<file path="config.mk">
export PLATFORM = sky130hd
export DESIGN_NAME = char_lcd_nibble_sequencer_core_flat
export DESIGN_NICKNAME = d
export VERILOG_FILES = /design/src/hdl/lcdseq_pkg.sv /design/src/hdl/lcdseq_if.sv /design/src/hdl/lcdseq_ctrl.sv /design/src/hdl/lcdseq_dp.sv /design/src/hdl/char_lcd_nibble_sequencer_core.sv /design/src/flat_wrapper.sv
export SDC_FILE = /design/constraint.sdc
export NUM_CORES = 1
export LEC_CHECK = 0
export BUFFER_PORTS_ARGS = -buffer_cell sky130_fd_sc_hd__buf_4
export CELL_PAD_IN_SITES_DETAIL_PLACEMENT = 0
export CELL_PAD_IN_SITES_GLOBAL_PLACEMENT = 1
export CORE_UTILIZATION = 44
export DETAILED_ROUTE_END_ITERATION = 8
export PLACE_DENSITY_LB_ADDON = 0.2
export SYNTH_ARGS = -nofsm -noshare
export SYNTH_HDL_FRONTEND = slang
export SYNTH_SLANG_ARGS = --single-unit
</file>
<file path="constraint.sdc">
create_clock -name clk -period 4.1 [get_ports clk]
set_input_delay 0.615 -clock clk [delete_from_list [all_inputs] [get_ports clk]]
set_output_delay 0.615 -clock clk [all_outputs]
set_load 0.01 [all_outputs]
</file>
<file path="src/hdl/lcdseq_pkg.sv">
// Shared types, codes and constants for the character LCD nibble sequencer.
`timescale 1ns / 1ps
package lcdseq_pkg;

  localparam int CMD_W   = 2;
  localparam int VALUE_W = 8;
  localparam int WORD_W  = 7;
  localparam int HOLD_W  = 16;
  localparam int DELAY_W = 15;
  localparam int REG_W   = 2;

  // input command codes
  localparam logic [CMD_W-1:0] CMD_INST = 2'd0;
  localparam logic [CMD_W-1:0] CMD_DATA = 2'd1;
  localparam logic [CMD_W-1:0] CMD_WAKE = 2'd2;
  localparam logic [CMD_W-1:0] CMD_INIT = 2'd3;

  // configuration register indexes
  localparam logic [REG_W-1:0] REG_INIT_DELAY = 2'd0;
  localparam logic [REG_W-1:0] REG_INST_DELAY = 2'd1;
  localparam logic [REG_W-1:0] REG_DATA_DELAY = 2'd2;

  localparam logic [DELAY_W-1:0] INIT_DELAY_RST = 15'd1000;
  localparam logic [DELAY_W-1:0] INST_DELAY_RST = 15'd500;
  localparam logic [DELAY_W-1:0] DATA_DELAY_RST = 15'd250;

  // word kinds
  localparam logic [1:0] KIND_PWR  = 2'd0;
  localparam logic [1:0] KIND_WAKE = 2'd1;
  localparam logic [1:0] KIND_BYTE = 2'd2;

  localparam logic [WORD_W-1:0] PIN_EN      = 7'h40;
  localparam logic [WORD_W-1:0] PIN_RS      = 7'h20;
  localparam logic [WORD_W-1:0] WAKE_NIBBLE = 7'h03;

  localparam logic [HOLD_W-1:0] POWER_UP_WAIT_US = 16'd15000;
  localparam logic [HOLD_W-1:0] SECOND_WAIT_US   = 16'd4100;
  localparam logic [HOLD_W-1:0] THIRD_WAIT_US    = 16'd100;
  localparam logic [HOLD_W-1:0] GAP_US           = 16'd1;

  localparam logic [2:0] BYTE_LAST_STEP  = 3'd4;
  localparam logic [2:0] WAKE_LAST_STEP  = 3'd2;
  localparam logic [1:0] WAKE_LAST_PULSE = 2'd3;
  localparam logic [2:0] SETUP_LAST      = 3'd6;

  typedef struct packed {
    logic       load;
    logic       emit;
    logic [1:0] kind;
    logic [2:0] step;
    logic [1:0] wake_idx;
    logic [2:0] byte_idx;
    logic       full;
    logic       rs;
    logic       last;
    logic       set_init;
  } seq_cmd_t;

  function automatic logic [VALUE_W-1:0] setup_byte(input logic [2:0] idx);
    case (idx)
      3'd0:    setup_byte = 8'h28;
      3'd1:    setup_byte = 8'h06;
      3'd2:    setup_byte = 8'h08;
      3'd3:    setup_byte = 8'h0C;
      3'd4:    setup_byte = 8'h01;
      3'd5:    setup_byte = 8'h10;
      3'd6:    setup_byte = 8'h02;
      default: setup_byte = 8'h00;
    endcase
  endfunction

endpackage

</file>
<file path="src/hdl/lcdseq_if.sv">
// Channel interfaces: command input, pin word results and configuration writes.
`timescale 1ns / 1ps
interface lcdseq_cmd_if;
  import lcdseq_pkg::*;
  logic               valid;
  logic               ready;
  logic [CMD_W-1:0]   command;
  logic [VALUE_W-1:0] value;
  modport source (output valid, command, value, input ready);
  modport sink   (input valid, command, value, output ready);
endinterface

interface lcdseq_res_if;
  import lcdseq_pkg::*;
  logic              valid;
  logic              ready;
  logic [WORD_W-1:0] pin_word;
  logic [HOLD_W-1:0] hold_us;
  logic              initialized;
  logic              last;
  modport source (output valid, pin_word, hold_us, initialized, last, input ready);
  modport sink   (input valid, pin_word, hold_us, initialized, last, output ready);
endinterface

interface lcdseq_cfg_if;
  import lcdseq_pkg::*;
  logic               valid;
  logic               ready;
  logic [REG_W-1:0]   index;
  logic [DELAY_W-1:0] data;
  modport source (output valid, index, data, input ready);
  modport sink   (input valid, index, data, output ready);
endinterface

</file>
<file path="src/hdl/lcdseq_ctrl.sv">
// Sequencer state machine: walks the word list of one command.
`timescale 1ns / 1ps
module lcdseq_ctrl (
  input  logic                        clk,
  input  logic                        rst,
  input  logic                        in_valid,
  input  logic [lcdseq_pkg::CMD_W-1:0] in_command,
  output logic                        in_ready,
  input  logic                        can_emit,
  output lcdseq_pkg::seq_cmd_t        cmd
);
  import lcdseq_pkg::*;

  localparam logic [1:0] ST_IDLE = 2'd0;
  localparam logic [1:0] ST_PWR  = 2'd1;
  localparam logic [1:0] ST_WAKE = 2'd2;
  localparam logic [1:0] ST_BYTE = 2'd3;

  logic [1:0] state, state_next;
  logic [2:0] step, step_next;
  logic [1:0] wake_idx, wake_idx_next;
  logic [2:0] byte_idx, byte_idx_next;
  logic       full, full_next;
  logic       rs, rs_next;

  always_comb begin
    state_next    = state;
    step_next     = step;
    wake_idx_next = wake_idx;
    byte_idx_next = byte_idx;
    full_next     = full;
    rs_next       = rs;
    in_ready      = 1'b0;
    cmd           = '0;
    cmd.step      = step;
    cmd.wake_idx  = wake_idx;
    cmd.byte_idx  = byte_idx;
    cmd.full      = full;
    cmd.rs        = rs;
    case (state)
      ST_IDLE: begin
        in_ready = 1'b1;
        if (in_valid) begin
          cmd.load      = 1'b1;
          step_next     = '0;
          wake_idx_next = '0;
          byte_idx_next = '0;
          full_next     = (in_command == CMD_INIT);
          rs_next       = (in_command == CMD_DATA);
          case (in_command)
            CMD_INST: state_next = ST_BYTE;
            CMD_DATA: state_next = ST_BYTE;
            CMD_WAKE: state_next = ST_WAKE;
            default:  state_next = ST_PWR;
          endcase
        end
      end
      ST_PWR: begin
        cmd.kind = KIND_PWR;
        if (can_emit) begin
          cmd.emit   = 1'b1;
          state_next = ST_WAKE;
        end
      end
      ST_WAKE: begin
        cmd.kind = KIND_WAKE;
        cmd.last = (step == WAKE_LAST_STEP) && !full;
        if (can_emit) begin
          cmd.emit  = 1'b1;
          step_next = step + 3'd1;
          if (step == WAKE_LAST_STEP) begin
            step_next = '0;
            if (!full) begin
              state_next = ST_IDLE;
            end else if (wake_idx == WAKE_LAST_PULSE) begin
              state_next = ST_BYTE;
            end else begin
              wake_idx_next = wake_idx + 2'd1;
            end
          end
        end
      end
      ST_BYTE: begin
        cmd.kind     = KIND_BYTE;
        cmd.last     = (step == BYTE_LAST_STEP) && (!full || byte_idx == SETUP_LAST);
        cmd.set_init = (step == BYTE_LAST_STEP) && full && (byte_idx == SETUP_LAST);
        if (can_emit) begin
          cmd.emit  = 1'b1;
          step_next = step + 3'd1;
          if (step == BYTE_LAST_STEP) begin
            step_next = '0;
            if (cmd.last) begin
              state_next = ST_IDLE;
            end else begin
              byte_idx_next = byte_idx + 3'd1;
            end
          end
        end
      end
      default: begin
        state_next = ST_IDLE;
      end
    endcase
  end

  always_ff @(posedge clk) begin
    if (rst) begin
      state    <= ST_IDLE;
      step     <= '0;
      wake_idx <= '0;
      byte_idx <= '0;
      full     <= 1'b0;
      rs       <= 1'b0;
    end else begin
      state    <= state_next;
      step     <= step_next;
      wake_idx <= wake_idx_next;
      byte_idx <= byte_idx_next;
      full     <= full_next;
      rs       <= rs_next;
    end
  end

endmodule

</file>
<file path="src/hdl/lcdseq_dp.sv">
// Datapath: delay registers, pin word and hold generation, result register.
`timescale 1ns / 1ps
module lcdseq_dp (
  input  logic                          clk,
  input  logic                          rst,
  input  lcdseq_pkg::seq_cmd_t          cmd,
  output logic                          can_emit,
  input  logic [lcdseq_pkg::VALUE_W-1:0] in_value,
  input  logic                          cfg_valid,
  input  logic [lcdseq_pkg::REG_W-1:0]   cfg_index,
  input  logic [lcdseq_pkg::DELAY_W-1:0] cfg_data,
  output logic                          out_valid,
  input  logic                          out_ready,
  output logic [lcdseq_pkg::WORD_W-1:0]  out_pin_word,
  output logic [lcdseq_pkg::HOLD_W-1:0]  out_hold_us,
  output logic                          out_initialized,
  output logic                          out_last
);
  import lcdseq_pkg::*;

  logic [DELAY_W-1:0] wake_hold, inst_settle, data_settle;
  logic [VALUE_W-1:0] value;
  logic               init_done;

  logic [VALUE_W-1:0] byte_sel;
  logic [3:0]         nibble;
  logic [HOLD_W-1:0]  wake_extra;
  logic [WORD_W-1:0]  word;
  logic [HOLD_W-1:0]  hold;

  assign can_emit = !out_valid || out_ready;

  always_comb begin
    byte_sel   = cmd.full ? setup_byte(cmd.byte_idx) : value;
    nibble     = (cmd.step < 3'd3) ? byte_sel[7:4] : byte_sel[3:0];
    wake_extra = '0;
    if (cmd.full && cmd.wake_idx == 2'd0) begin
      wake_extra = SECOND_WAIT_US;
    end else if (cmd.full && cmd.wake_idx == 2'd1) begin
      wake_extra = THIRD_WAIT_US;
    end
    word = '0;
    hold = GAP_US;
    case (cmd.kind)
      KIND_PWR: begin
        hold = POWER_UP_WAIT_US;
      end
      KIND_WAKE: begin
        word = WAKE_NIBBLE | ((cmd.step == 3'd1) ? PIN_EN : '0);
        if (cmd.step == WAKE_LAST_STEP) begin
          hold = {1'b0, wake_hold} + wake_extra;
        end
      end
      KIND_BYTE: begin
        word = {3'b000, nibble} | (cmd.rs ? PIN_RS : '0)
             | ((cmd.step == 3'd1 || cmd.step == 3'd3) ? PIN_EN : '0);
        if (cmd.step == BYTE_LAST_STEP) begin
          hold = {1'b0, cmd.rs ? data_settle : inst_settle};
        end
      end
      default: begin
        word = '0;
      end
    endcase
  end

  always_ff @(posedge clk) begin
    if (rst) begin
      wake_hold   <= INIT_DELAY_RST;
      inst_settle <= INST_DELAY_RST;
      data_settle <= DATA_DELAY_RST;
      init_done   <= 1'b0;
      out_valid   <= 1'b0;
    end else begin
      if (cfg_valid) begin
        case (cfg_index)
          REG_INIT_DELAY: wake_hold   <= cfg_data;
          REG_INST_DELAY: inst_settle <= cfg_data;
          REG_DATA_DELAY: data_settle <= cfg_data;
          default: ;
        endcase
      end
      if (cmd.emit && cmd.set_init) begin
        init_done <= 1'b1;
      end
      if (cmd.emit) begin
        out_valid <= 1'b1;
      end else if (out_ready) begin
        out_valid <= 1'b0;
      end
    end
  end

  always_ff @(posedge clk) begin
    if (cmd.load) begin
      value <= in_value;
    end
    if (cmd.emit) begin
      out_pin_word    <= word;
      out_hold_us     <= hold;
      out_initialized <= init_done | cmd.set_init;
      out_last        <= cmd.last;
    end
  end

endmodule

</file>
<file path="src/hdl/char_lcd_nibble_sequencer_core.sv">
// Top level of the 4-bit character LCD nibble sequencer.
`timescale 1ns / 1ps
// Usage:
//   cmd : one transaction per command (instruction byte, data byte, wake-up
//         pulse, full power-on init) plus the byte to send.
//   res : one transaction per LCD pin word with its hold time in microseconds,
//         the initialized flag and a last marker on the final word of a command.
//   cfg : register writes (init, instruction and data settle delays), always
//         ready; write only while the sequencer is idle.
// Timing: a command is taken while the controller is idle, then the controller emits
//   one word per cycle into the result register while that register can take one: 5 words
//   for a byte, 3 for a wake-up pulse, 48 for a full init. The next command is taken
//   once the last word has entered the result register.
//   The first word enters the result register after the controller has left idle.
// Stalls: while res.ready is low a pending word holds in the result register and the word
//   sequence pauses; nothing is dropped.
// Reset: delays return to 1000/500/250 us, initialized clears, no result pending.
module char_lcd_nibble_sequencer_core (
  input logic          clk,
  input logic          rst,
  lcdseq_cmd_if.sink   cmd,
  lcdseq_res_if.source res,
  lcdseq_cfg_if.sink   cfg
);
  import lcdseq_pkg::*;

  seq_cmd_t seq_cmd;
  logic     can_emit;

  assign cfg.ready = 1'b1;

  lcdseq_ctrl u_ctrl (
    .clk        (clk),
    .rst        (rst),
    .in_valid   (cmd.valid),
    .in_command (cmd.command),
    .in_ready   (cmd.ready),
    .can_emit   (can_emit),
    .cmd        (seq_cmd)
  );

  lcdseq_dp u_dp (
    .clk             (clk),
    .rst             (rst),
    .cmd             (seq_cmd),
    .can_emit        (can_emit),
    .in_value        (cmd.value),
    .cfg_valid       (cfg.valid),
    .cfg_index       (cfg.index),
    .cfg_data        (cfg.data),
    .out_valid       (res.valid),
    .out_ready       (res.ready),
    .out_pin_word    (res.pin_word),
    .out_hold_us     (res.hold_us),
    .out_initialized (res.initialized),
    .out_last        (res.last)
  );

endmodule

</file>
<file path="src/flat_wrapper.sv">
// flat-port wrapper written by rule: the top's interface ports become plain ports
module char_lcd_nibble_sequencer_core_flat import lcdseq_pkg::*;
  (clk, rst, cmd_valid, cmd_command, cmd_value, cmd_ready, res_valid, res_pin_word, res_hold_us, res_initialized, res_last, res_ready, cfg_valid, cfg_index, cfg_data, cfg_ready);
  lcdseq_cmd_if cmd_i ();
  lcdseq_res_if res_i ();
  lcdseq_cfg_if cfg_i ();
  input logic clk;
  input logic rst;
  input wire logic [$bits(cmd_i.valid)-1:0] cmd_valid;
  input wire logic [$bits(cmd_i.command)-1:0] cmd_command;
  input wire logic [$bits(cmd_i.value)-1:0] cmd_value;
  output wire logic [$bits(cmd_i.ready)-1:0] cmd_ready;
  output wire logic [$bits(res_i.valid)-1:0] res_valid;
  output wire logic [$bits(res_i.pin_word)-1:0] res_pin_word;
  output wire logic [$bits(res_i.hold_us)-1:0] res_hold_us;
  output wire logic [$bits(res_i.initialized)-1:0] res_initialized;
  output wire logic [$bits(res_i.last)-1:0] res_last;
  input wire logic [$bits(res_i.ready)-1:0] res_ready;
  input wire logic [$bits(cfg_i.valid)-1:0] cfg_valid;
  input wire logic [$bits(cfg_i.index)-1:0] cfg_index;
  input wire logic [$bits(cfg_i.data)-1:0] cfg_data;
  output wire logic [$bits(cfg_i.ready)-1:0] cfg_ready;
  assign cmd_i.valid = cmd_valid;
  assign cmd_i.command = cmd_command;
  assign cmd_i.value = cmd_value;
  assign cmd_ready = cmd_i.ready;
  assign res_valid = res_i.valid;
  assign res_pin_word = res_i.pin_word;
  assign res_hold_us = res_i.hold_us;
  assign res_initialized = res_i.initialized;
  assign res_last = res_i.last;
  assign res_i.ready = res_ready;
  assign cfg_i.valid = cfg_valid;
  assign cfg_i.index = cfg_index;
  assign cfg_i.data = cfg_data;
  assign cfg_ready = cfg_i.ready;
  char_lcd_nibble_sequencer_core u_core (.clk(clk), .rst(rst), .cmd(cmd_i), .res(res_i), .cfg(cfg_i));
endmodule
</file>
==> results of run 1 <==
[kinds of logic (layout without fill, tap and decap cells)]
logic type               after synthesis  count (layout)  share of synthesized area, %
AO/OA/AOI/OAI                         88              88                          12.1
multiplexers                          19              19                          4.44
flip-flops                            91              91                          49.4
buffers and inverters                 40              90                          4.01
AND/OR/NAND/NOR                      214             214                          23.3
adder cells (fa/ha/maj)               16              16                          4.62
other                                  2               2                         0.173
XOR/XNOR                              10              10                          2.02
[layout make-up]
cell class              count  area share (%)
clock buffers              13            3.78
clock inverters             3           0.790
inverters                  12           0.889
multi-input cells         349            39.9
flip-flops and latches     91            42.3
well taps                 129            3.18
repair buffers             62            9.18
[per-stage QoR]
stage	setup WS, ns	hold WS, ns
after floorplan	0.956	0.433
after global placement	1.66	0.440
after detailed placement	1.61	0.446
after CTS	1.57	0.407
after global routing	1.36	0.402
final	1.56	0.422
[Yosys cell counts, types with 2 or more instances]
master    instances  area (um2)
nand2_1         122         458
dfxtp_1          59        1180
a21oi_1          51         255
edfxtp_1         32         961
clkbuf_1         23        86.3
nand3b_1         23         173
nor2_1           20        75.1
mux2i_1          17         170
ha_1             16         200
nand3_1          15        75.1
inv_1            12        45.0
o21ai_0           8        40.0
xor2_1            8        70.1
nor3b_1           5        37.5
o22ai_1           5        31.3
nor2b_1           4        25.0
nor3_1            4        20.0
a31oi_1           3        18.8
and3_1            3        18.8
nand4_1           3        18.8
o221ai_1          3        26.3
or3_1             3        18.8
a21o_1            2        15.0
a22oi_1           2        15.0
a311oi_1          2        17.5
and2_1            2        12.5
buf_4             2        15.0
buf_6             2        22.5
conb_1            2        7.51
mux2_2            2        22.5
nand2b_1          2        12.5
o21a_1            2        15.0
or2_2             2        12.5
or3b_1            2        17.5
or3b_2            2        17.5
xnor2_1           2        17.5
[sequential cells by signal (all words and copies together), names as in the netlist, 2 cells and up]
| signal | flops |
|---|---|
| u_core.u_dp.value | 8 |
| u_core.u_dp.inst_settle | 15 |
| u_core.u_ctrl.state | 2 |
| u_core.u_ctrl.step | 3 |
| u_core.u_dp.out_hold_us | 16 |
| u_core.u_ctrl.byte_idx | 3 |
| u_core.u_dp.wake_hold | 15 |
| u_core.u_dp.out_pin_word | 6 |
| u_core.u_dp.data_settle | 15 |
| u_core.u_ctrl.wake_idx | 2 |
[layout by cell type, fill, tap and decap left out, drive strengths merged, types with 3 or more instances in the layout]
master  count
xor2        8
ha         16
edfxtp     32
dfxtp      59
or3b        4
nand2     122
clkbuf     13
nor2       20
buf        62
nor3b       5
a31oi       3
inv        12
nand3b     23
o21ai       8
mux2i      17
o221ai      3
o22ai       5
and3        3
nand4       3
nand3      15
nor2b       4
a21oi      52
or3         3
nor3        4
[report_power, final]
part	leakage [uW]	internal (uW)	switching, uW	total [uW]
clock network	0.000120	371	323	694
registers	0.000789	1100	73.8	1170
logic	0.00102	235	315	549
[path summary, 6_finish.rpt]
path                            slack (ns)                               endpoint  cells past startpoint                            start
worst max register to register        1.56  u_core.u_dp.out_hold_us[13]$_DFFE_PP_                      8  u_core.u_ctrl.full$_SDFFE_PP0P_
worst min-delay path                  0.42         u_core.u_dp.value[2]$_DFFE_PP_                      1                     cmd_value[2]
worst min register to register        0.46          u_core.u_ctrl.rs$_SDFFE_PP0P_                      2    u_core.u_ctrl.rs$_SDFFE_PP0P_
worst max-delay path                  1.56  u_core.u_dp.out_hold_us[13]$_DFFE_PP_                      8  u_core.u_ctrl.full$_SDFFE_PP0P_
[per-layer routing]
layer,global-route usage (%),wire [um],part of all wire [%]
met1,31.4,5130,49
met2,33.3,4730,45
met3,2.90,457,4.4
met4,7.47,127,1.2
met5,0,0,0
==> impl_metrics.csv, run 1 <==
group,metric,value,unit
critical_path,critical_path_class,"reg -> reg",
clock_network,h-tree-depth,3,
place,post_dp_cell_area,0.00484,mm2
detailed_routing,final_antenna_net_count,0,
sta,setup_viol,0,
synthesis,ys_ff_latch,91,
die,start_util,46.3,%
critical_path,crit_buf_inv,1,
die,io_pins,60,
critical_path,arrival,2.69,ns
detailed_routing,vias_per_cell,5.31,
synthesis,synth_nets,528,
clock_network,clock_latency,0.36,ns
sta,fin_skew,0.00845,ns
layout,regArea,0.00214,mm2
synthesis,ys_async_sr_fraction,0,%
critical_path,cp_slowest_cell,"dfxtp_1",
global_route,grt_pass1_vias,3305,
power,total_power,2420,uW
global_route,grt_first_pass_wirelength,16800,um
power,power_density,477,mW/mm2
critical_path,cp_cell_sequence,"inv_1, nor2_1, ha_1, nand3_1, o21ai_0, a31oi_1, xor2_1, o221ai_1",
place,port_buffers,57,
critical_path,crit_family,"compound AO/OA/AOI/OAI gates",
place,dpl.cell_count,643,
power,p_leak,0.00193,uW
global_route,antenna_found_initial,0,
clock_network,cts_made_buffers,9,
die,die_w,101,um
layout,nets,573,
clock_network,cts_sinks,91,
detailed_routing,vias,3496,
global_route,track_usage,21.7,%
layout,final_cells,659,
sta,tightest_slew,0.794,ns
hold_path,hold_class,"in -> reg",
layout,drive_above_1_share,16.2,%
synthesis,synth_cell_types,49,
die,core.rowCount,35,
detailed_routing,drt_iter0_markers,214,
power,ir_worst_vdd,0.252,mV
place,gp_routability_congestion,0.808,
sta,rsz0062_at_grt,"false",
clock_network,root_buffer,"clkbuf_8",
sta,finalMaxSlewViolations,0,
critical_path,start_kind,"flop",
clock_network,post_cts_buffers,0,
critical_path,slowest_delay,0.71,ns
critical_path,required,4.26,ns
global_route,grt_max_degree,60,
synthesis,yosysWarnings,0,
synthesis,syn-cell-area,0.00434,mm2
detailed_routing,wirelength,10400,um
sta,finalCriticalPeriod,2.54,ns
synthesis,avgSynthCellArea,9.03,um2
layout,fill_cells,929,
layout,antennaDiodeCount,0,
status,status,"completed",
synthesis,synth_edf_count,32,
sta,achievable-frequency,0.394,GHz
die,die_h,101,um
layout,area_growth,16.9,%
sta,slew_headroom,46.9,%
detailed_routing,first_pass_iters,5,
die,core_area,0.00937,mm2
detailed_routing,drc,0,
synthesis,synth-seq-area-share,49.4,%
global_route,gr-total-overflow,0,
critical_path,worstPathMaxFanout,18,
flow_run,cap_violations,0,
layout,fin_area,0.00507,mm2
synthesis,synth_cells,480,
clock_network,path_clk_slew,0.09,ns
layout,fin_util,54.1,%
clock_network,tritoncts,"built",
clock_network,cts_buffer_depth,2,
detailed_routing,avgRoutedWirePerCell,15.8,um
layout,multiInputGateArea,0.00202,mm2
sta,finalSetupTns,0,ns
place,dp_hpwl,6960,um
critical_path,cp-end-kind,"flop",
synthesis,synth-main-ff-cell,"dfxtp_1",
sta,hold_violations,0,
sta,fin_crit_sh,61.9,%
clock_network,hold_buffers,0,
clock_network,cts-resized-gates,0,
die,die_area,0.0103,mm2
Note: power is estimated with default switching activity, not from simulation.
==> inputs of run 2 (changes only) <==
- clock period: 4.1 -> 2.55 ns (I/O delays scaled with it)
==> impl_metrics.csv, run 2 (synthesis results as in run 1) <==
group,metric,value,unit
status,status,"completed",
detailed_routing,avgRoutedWirePerCell,16.0,um
sta,hold_violations,0,
sta,finalMaxSlewViolations,0,
layout,area_growth,17.1,%
detailed_routing,drc,0,
power,p_leak,0.00193,uW
global_route,grtUsageMet3,4.42,%
layout,fin_area,0.00508,mm2
global_route,gr-total-overflow,0,
power,power_density,742,mW/mm2
clock_network,cts_buffer_depth,2,
detailed_routing,vias,3509,
layout,largest_reg_flops,16,
detailed_routing,final_antenna_net_count,0,
clock_network,hold_buffers,0,
critical_path,start_kind,"flop",
clock_network,clock_latency,0.37,ns
critical_path,cp-end-kind,"flop",
sta,fin_skew,0.0124,ns
hold_path,hold_class,"in -> reg",
layout,drive_above_1_share,17.4,%
die,start_util,46.3,%
global_route,grt_pass1_vias,3429,
die,core_area,0.00937,mm2
global_route,track_usage,22.5,%
layout,top_register,"u_core.u_dp.out_hold_us",
sta,setup_viol,0,
sta,achievable-frequency,0.469,GHz
layout,layout_commonest_cell,"nand2_1",
place,port_buffers,57,
clock_network,root_buffer,"clkbuf_8",
power,ir_worst_vdd,0.404,mV
detailed_routing,drt_iter0_markers,232,
place,dpl_worst_slack,0.136,ns
clock_network,path_clk_slew,0.09,ns
layout,final_cell_mix,"nand2_1 (122), buf_4 (67), dfxtp_1 (59)",
sta,finalSetupTns,0,ns
clock_network,cts_made_buffers,9,
place,post_dp_cell_area,0.00487,mm2
die,die_h,101,um
die,io_pins,60,
clock_network,post_cts_buffers,0,
global_route,met1_usage,31.2,%
sta,setup_slack,0.419,ns
sta,finalCriticalPeriod,2.13,ns
clock_network,tritoncts,"built",
power,total_power,3770,uW
die,die_w,101,um
critical_path,worstPathMaxFanout,6,
critical_path,cp_cell_sequence,"inv_1, ha_1, nand3b_1, o21ai_0, a31oi_1, xor2_1, o221ai_1",
layout,fin_util,54.2,%
layout,antennaDiodeCount,0,
critical_path,arrival,2.23,ns
sta,rsz0062_at_grt,"false",
critical_path,cp_slowest_cell,"o21ai_0",
global_route,grtUsageMet2,34.3,%
critical_path,critical_path_class,"reg -> reg",
sta,fin_crit_sh,83.6,%
critical_path,slowest_delay,0.43,ns
global_route,grt_max_degree,60,
global_route,grt-busiest-layer,"met2",
critical_path,required,2.65,ns
clock_network,h-tree-depth,3,
global_route,antenna_found_initial,0,
sta,tightest_slew,0.801,ns
layout,nets,578,
detailed_routing,wirelength,10600,um
global_route,grt_first_pass_wirelength,17300,um
place,gp_routability_congestion,0.810,
detailed_routing,first_pass_iters,4,
clock_network,cts_sinks,91,
detailed_routing,vias_per_cell,5.28,
flow_run,cap_violations,0,
die,core.rowCount,35,
die,die_area,0.0103,mm2
sta,slew_headroom,46.5,%
place,dp_hpwl,7030,um
-- run 2: cell count changes in the layout (fill, tap and decap cells not counted), sizes merged --
cell      before  now
clkinvlp       0    3
inv           12   13
clkbuf        13   11
bufinv         1    0
clkinv         2    1
buf           62   67
-- run 2: area by class of cell --
class,count,area [um2]
multi-input cells,349,2030
clock buffers,11,163
flip-flops and latches,91,2140
inverters,12,45.0
clock inverters,5,33.8
fillers,930,4300
repair buffers,67,503
well taps,129,161
-- run 2: report_power, final --
group | internal [uW] | switching (uW) | leakage [uW] | total [uW]
Sequential | 1760 | 115 | 0.000789 | 1880
Combinational | 393 | 520 | 0.00105 | 913
Clock | 439 | 536 | 0.0000930 | 975
Total | 2600 | 1170 | 0.00193 | 3770
-- run 2: metrics by stage --
stage               hold slack, ns  instances
floorplan                    0.433        480
global route                 0.162        664
finish                       0.181        664
detailed placement           0.447        648
CTS                          0.173        664
global placement             0.441        648
-- run 2: path summary, 6_finish.rpt --
path,startpoint,end,slack (ns),depth (start not counted)
setup / recovery,u_core.u_ctrl.wake_idx[0]$_SDFFE_PP0P_,u_core.u_dp.out_hold_us[13]$_DFFE_PP_,0.42,7
hold / removal,cmd_value[5],u_core.u_dp.value[5]$_DFFE_PP_,0.18,1
setup reg to reg,u_core.u_ctrl.wake_idx[0]$_SDFFE_PP0P_,u_core.u_dp.out_hold_us[13]$_DFFE_PP_,0.42,7
hold reg to reg,u_core.u_dp.inst_settle[9]$_SDFFE_PP0P_,u_core.u_dp.inst_settle[9]$_SDFFE_PP0P_,0.46,2
-- run 2: metal layers --
layer	vias up	share of wire [%]
met4	0	2.2
li1	1756	-
met5	-	0
met1	1643	49
met3	21	5.1
met2	89	44
-- run 2: timing repair --
| item | 4_1_cts | 5_1_grt |
|---|---|---|
| endpoints found under the setup margin | 0 | 1 |
| endpoints found under the hold margin | 0 | 0 |
| gates resized for setup | 0 | 1 |
-- run 2: worst max-delay path: cells and delay by family, from the launching register on --
| family | cells | cell delay, ns |
|---|---|---|
| AND/OR/NAND/NOR | 1 | 0.27 |
| buffers and inverters | 1 | 0.06 |
| XOR/XNOR | 1 | 0.17 |
| AO/OA/AOI/OAI | 3 | 0.77 |
| flip-flops | 1 | 0.40 |
| adder cells (fa/ha/maj) | 1 | 0.20 |
